$ cat src/bis_ram.sv
// generic single-port-write ram with registered read
module bis_ram #(
    parameter int WIDTH = 8,
    parameter int DEPTH = 16,
    localparam int AW = (DEPTH > 1) ? $clog2(DEPTH) : 1
) (
    input  logic             i_clk,
    input  logic             i_we,
    input  logic [AW-1:0]    i_waddr,
    input  logic [WIDTH-1:0] i_wdata,
    input  logic [AW-1:0]    i_raddr,
    output logic [WIDTH-1:0] o_rdata
);
    logic [WIDTH-1:0] r_mem [DEPTH];

    always_ff @(posedge i_clk) begin
        if (i_we) begin
            r_mem[i_waddr] <= i_wdata;
        end
        o_rdata <= r_mem[i_raddr];
    end
endmodule

$ cat config.mk
export PLATFORM = sky130hd
export DESIGN_NAME = bis_ram
export DESIGN_NICKNAME = d
export VERILOG_FILES = /design/src/bis_ram.sv
export SDC_FILE = /design/constraint.sdc
export NUM_CORES = 1
export LEC_CHECK = 0
export BUFFER_PORTS_ARGS = -buffer_cell sky130_fd_sc_hd__clkbuf_2
export CORE_MARGIN = 2
export CORE_UTILIZATION = 56
export CTS_BUF_LIST = sky130_fd_sc_hd__clkbuf_16
export CTS_CLUSTER_DIAMETER = 60
export DETAILED_ROUTE_END_ITERATION = 7
export GPL_ROUTABILITY_DRIVEN = 0
export HOLD_SLACK_MARGIN = 0.03
export PLACE_DENSITY_LB_ADDON = 0.08
export SLEW_MARGIN = 20
export SYNTH_ARGS = -nofsm -noshare
export SYNTH_HDL_FRONTEND = slang
export SYNTH_SLANG_ARGS = --single-unit
$ cat constraint.sdc
create_clock -name i_clk -period 2.28 [get_ports i_clk]
set_input_delay 0.114 -clock i_clk [delete_from_list [all_inputs] [get_ports i_clk]]
set_output_delay 0.114 -clock i_clk [all_outputs]
set_load 0.005 [all_outputs]
==> results of run 1 <==
cell usage after synthesis:
master | count | share of area [%]
mux4_1 | 14 | 7.1
buf_6 | 3 | 0.66
and2b_1 | 1 | 0.15
or3b_2 | 1 | 0.17
clkdlybuf4s25_2 | 3 | 0.58
a22oi_1 | 16 | 2.3
nor2_1 | 13 | 0.95
edfxtp_1 | 128 | 75
dfxtp_1 | 8 | 3.1
buf_2 | 3 | 0.29
nor2b_1 | 1 | 0.12
nor3_1 | 4 | 0.39
mux4_2 | 18 | 7.9
nand2_1 | 9 | 0.66
nand3_1 | 1 | 0.097
buf_4 | 1 | 0.15
and2_1 | 1 | 0.12
nand2b_1 | 2 | 0.24
nand3b_1 | 2 | 0.29
cells by family (layout without fill, tap and decap cells):
group	after synthesis	count (layout)	share of synthesized area (%)
DFF	136	136	77.8
and+or+nand+nor	35	35	3.18
muxes	32	32	15.0
AOI/OAI and AO/OA	16	16	2.33
buffers and inverters	10	75	1.68
layout make-up:
type | count | area (sq um)
clock buffers | 17 | 425
repair buffers | 43 | 273
well taps | 108 | 135
fillers | 564 | 2740
flip-flops and latches | 136 | 4000
clock inverters | 15 | 171
multi-input cells | 83 | 1060
where the power goes:
part | internal (W) | switching [W]
registers | 0.00280 | 0.0000154
logic | 0.000108 | 0.000138
clock network | 0.00180 | 0.000927
worst max path at each step:
stage | startpoint | endpoint | slack, ps
floorplan | i_waddr[2] | r_mem[0][0] | 670
global placement | i_raddr[0] | o_rdata[5] | 700
detailed placement | i_raddr[0] | o_rdata[5] | 710
CTS | r_mem[0][5] | o_rdata[5] | 900
global route | r_mem[1][6] | o_rdata[6] | 840
finish | r_mem[0][5] | o_rdata[5] | 890
through the flow:
step	cells	total power, W	hold WS, ps	cell area, sq um
CTS	402	0.00582	125	6070
global route	402	0.00595	153	6070
detailed placement	370	0.00311	487	5470
finish	402	0.00578	139	6070
floorplan	229	0.00300	213	5150
global placement	370	0.00311	491	5470
per-layer routing:
| layer | share of wire, % | global-route usage [%] | vias up |
|---|---|---|---|
| li1 | - | - | 1079 |
| met1 | 46 | 29.4 | 1249 |
| met2 | 49 | 31.1 | 58 |
| met3 | 4.3 | 6.48 | 8 |
| met4 | 0.88 | 6.74 | 0 |
| met5 | 0 | 0 | - |
registers in the layout, summed over array words and instances, names as in the netlist:
signal   count
r_mem      128
o_rdata      8
==> results.md, run 1 <==
- Period utilisation layout: about three fifths
- Full die area: between 9000 and 10000 sq um
- Number of buffers and inverters on the critical path: 0
- CTS sink count: about 140
- Antenna cells: 0
- Root buffer cell: clkbuf_16
- Hold WC Path Type: in -> reg
- Dpl hpwl: 5490 um
- Critical Path RT: roughly 2600 ps
- Final TNS setup: 0 ps
- Syn Area/Cell: between 20 and 25 sq um
- Vias: 2394
- Vias in the first global route: 2431
- Cts hold-fix bufs: 0
- Minimum clock period: approximately 1400 ps
- WHS Path Cells: 1
- Worst path slowest cell: mux4_1
- H-tree lvl count: 4
- Setup bufs post-CTS: 0
- Most frequent cells in the layout: edfxtp_1 (128), clkbuf_2 (25), mux4_2 (18), clkbuf_16 (17), buf_4 (17)
- CTS tree: yes
- Std cell rows: 34
- DRT Pass-1 Iters: 5
- Cell Area, Synth: between 5000 and 6000 sq um
- First-pass GRT wire length: 14300 um
- Reg2reg setup slack: a little under 900 ps
- Status: complete, no violations
- Worst Max-Slew Pin Slew: between 800 and 900 ps
- Crit path depth: 3
- Congestion Overflow GR: 0
- Reg clk slew, reported paths: 50 ps
- # port buffers: 25
- R2R depth: 3
- VDD IR max: around 760 uV
- Critical path class: reg -> reg
- Worst r2r dst: o_rdata[5]
- Critical R2R Launch: r_mem[0][5]
- Yosys warns: 0
- Sequential area share after synthesis: about 80%
- Initial antenna violation count: 0
- Die W: between 90 and 100 um
- Final Hold Viols: 0
- PD cells: between 900 and 1000 nW/um^2
- Nets: 299
- Vias per inst: approximately 6.0
- CP arrival: 1660 ps
- I/O pins: 26
- Max-capacitance violation count: 0
- Synth cell types: 19
- Final setup fails: 0
- Hold Path End: r_mem[4][0]
- Relative slew margins: a little under half
- # resized after CTS: 0
- Commonest non-fill, non-tap cell in the layout: edfxtp_1
- DRT Wirelength: 9340 um
- Die Y: between 90 and 100 um
- Area Growth Syn to Fin: 17.8%
- Fmax: 722 MHz
- Crit path capture type: register
- Worst-path cell chain: mux4_1, a22oi_1, nand2_1
- Final ANT Viol Nets: 0
- CP Launch Type: register
- Avg WL per Cell: 23.2 um
- Largest net degree at the start of global routing: 33
- Number of synthesized register bits: between 100 and 150
- Final core occ: between 60% and 70%
- Core area: 8810 sq um
- Leak: 2.11 nW
- Drt drc: 0
- Clock skew: ~11 ps
- Layout cell share with drive strength beyond 1: 29.9%
- Clock Path Buffers: 2
- CP Max Fanout: 1
- CP top delay family: multiplexers
- Post-Synthesis Cells: roughly 230
- CP max stage delay: roughly 500 ps
- Total GRT Usage: about 21%
- Syn_nets: about 250
- Setup ws final: 895 ps
- HP Start: i_wdata[0]
- RSZ-0062 raised after global routing: false
- Clk_lat worst skew: 400 ps
- Max-slew violation count: 0
- Num CTS Buffers: 17
- Setup WS pre-CTS: 710 ps
- DR iter-0 viols: around 100
- Initial core utilization: approximately three fifths
Power figures use the tool's default switching activity.
==> inputs of run 2 (changes only) <==
==> constraint.sdc (replaced) <==
create_clock -name i_clk -period 1.4 [get_ports i_clk]
set_input_delay 0.07 -clock i_clk [delete_from_list [all_inputs] [get_ports i_clk]]
set_output_delay 0.07 -clock i_clk [all_outputs]
set_load 0.005 [all_outputs]
==> results.md, run 2 (synthesized netlist as in run 1, its figures left out) <==
- Status: complete, no violations (unchanged)
- Most frequent cells in the layout: edfxtp_1 (128), clkbuf_2 (25), buf_4 (25), mux4_2 (18), clkbuf_16 (17) (was edfxtp_1 (128), clkbuf_2 (25), mux4_2 (18), clkbuf_16 (17), buf_4 (17))
- Vias in the first global route: 2558 (was 2431)
- Largest registers: r_mem (128), o_rdata (8) (unchanged)
- Drt drc: 0 (unchanged)
- Setup WS pre-CTS: -161 ps (was 710 ps)
- H-tree lvl count: 4 (unchanged)
- Dpl hpwl: 6100 um (was 5490 um)
- Max-slew violation count: 0 (unchanged)
- Area Growth Syn to Fin: 19.8% (was 17.8%)
- Clock skew: 6.65 ps (was 11.4 ps)
- CP arrival: 1630 ps (was 1660 ps)
- Initial core utilization: 58.5% (unchanged)
- DRT Wirelength: 9670 um (was 9340 um)
- Vias: 2459 (was 2394)
- VDD IR max: 700 uV (was 757 uV)
- Leak: 2.15 nW (was 2.11 nW)
- PD cells: 1510 nW/um^2 (was 953 nW/um^2)
- Antenna cells: 0 (unchanged)
- First-pass GRT wire length: 14700 um (was 14300 um)
- # resized after CTS: 0 (unchanged)
- Final Hold Viols: 0 (unchanged)
- Std cell rows: 34 (unchanged)
- Worst r2r dst: o_rdata[5] (unchanged)
- Final ANT Viol Nets: 0 (unchanged)
- Root buffer cell: clkbuf_16 (unchanged)
- Setup ws final: 38.4 ps (was 895 ps)
- CP Max Fanout: 1 (unchanged)
- WHS Path Cells: 1 (unchanged)
- Fin area: 6170 sq um (was 6070 sq um)
- DR iter-0 viols: 87 (was 104)
- Fmax: 734 MHz (was 722 MHz)
- Placed cell areas: 5570 sq um (was 5470 sq um)
- Final setup fails: 0 (unchanged)
- Hold WC Path Type: in -> reg (unchanged)
- Hold Path End: r_mem[9][6] (was r_mem[4][0])
- Period utilisation layout: 97.3% (was 60.7%)
- Largest net degree at the start of global routing: 17 (was 33)
- RSZ-0062 raised after global routing: false (unchanged)
- Avg WL per Cell: 23.5 um (was 23.2 um)
- Critical Path RT: 1670 ps (was 2550 ps)
- Die Y: 99.9 um (unchanged)
- R2R depth: 3 (unchanged)
- Total GRT Usage: 21.5% (was 20.6%)
- Crit path capture type: register (unchanged)
- Die W: 99.9 um (unchanged)
- CTS tree: yes (unchanged)
- Max-capacitance violation count: 0 (unchanged)
- Congestion Overflow GR: 0 (unchanged)
- I/O pins: 26 (unchanged)
- Vias per inst: 5.97 (was 5.96)
- Core area: 8810 sq um (unchanged)
- Clock Path Buffers: 2 (unchanged)
- Cts hold-fix bufs: 0 (unchanged)
- Setup bufs post-CTS: 0 (unchanged)
- HP Start: i_wdata[6] (was i_wdata[0])
- DRT Pass-1 Iters: 4 (was 5)
- Relative slew margins: 48.4% (was 45.6%)
- Num CTS Buffers: 17 (unchanged)
- Largest reg by FF count: r_mem (unchanged)
- Worst Max-Slew Pin Slew: 770 ps (was 815 ps)
- Commonest non-fill, non-tap cell in the layout: edfxtp_1 (unchanged)
- # port buffers: 25 (unchanged)
- Fill cell total of the finished layout: 545 (was 564)
- Full die area: 9980 sq um (unchanged)
- Initial antenna violation count: 0 (unchanged)
- Reg2reg setup slack: 40 ps (was 890 ps)
- CP Launch Type: register (unchanged)
- Critical R2R Launch: r_mem[9][5] (was r_mem[0][5])
- Clk_lat worst skew: 400 ps (about the same)
- Final TNS setup: 0 ps (unchanged)
- Reg clk slew, reported paths: 50 ps (about the same)
- Max FFs per register: 128 (unchanged)
- CTS sink count: 136 (unchanged)
- Nets: 309 (was 299)
- Critical path class: reg -> reg (unchanged)
- Layout cell share with drive strength beyond 1: 33.9% (was 29.9%)
- Critical Path Source: r_mem[9][5] (was r_mem[0][5])
- Minimum clock period: 1360 ps (was 1390 ps)
run 2: changes by cell type in the layout (fill, tap and decap cells not counted), sizes merged:
cell / previous run / this run
clkinvlp: 0 / 2
clkinv: 7 / 8
buf: 18 / 28
inv: 4 / 2
bufinv: 4 / 3
run 2: worst max path at each step:
stage	endpoint	slack, ps	cells after the start
2_1_floorplan	r_mem[3][0]	60	2
3_3_place_gp	o_rdata[4]	-140	5
3_5_place_dp	o_rdata[4]	-160	5
4_1_cts	o_rdata[5]	10	3
5_1_grt	o_rdata[5]	4	3
6_report	o_rdata[5]	40	3
run 2: final cells by class:
type,count,area [sq um],share of cell area (%)
tap,108,135,2.19
timing repair buffer,53,373,6.05
multi-input combinational,83,1070,17.3
clock buffer,17,425,6.90
sequential,136,4000,64.9
clock inverter,15,163,2.64
run 2: critical path: stages, from the launching register on:
cell,delay (ps)
edfxtp_1,360
mux4_1,520
a22oi_1,250
nand2_1,110
run 2: routing by layer:
layer  GRT usage [%]  wire length, um  vias up
met5               0                0        -
met4            8.22               57        0
met3            5.22              569        4
met2            36.0             5140       65
met1            27.8             3910     1286
li1                -                -     1104
run 2: per-stage QoR:
step | power (W) | hold WS (ps) | std cells | utilization [%]
2_1_floorplan | 0.00489 | 169 | 229 | -
3_3_place_gp | 0.00509 | 445 | 380 | 63.3
3_5_place_dp | 0.00510 | 439 | 380 | 63.3
4_1_cts | 0.00941 | 77.0 | 412 | 70.0
5_1_grt | 0.00960 | 109 | 412 | 70.0
6_report | 0.00933 | 91.5 | 412 | 70.0
run 2: power by group:
part           internal, W  total, W  switching (W)
Clock              0.00277   0.00431        0.00154
Combinational     0.000201  0.000436       0.000235
Sequential         0.00455   0.00458      0.0000256
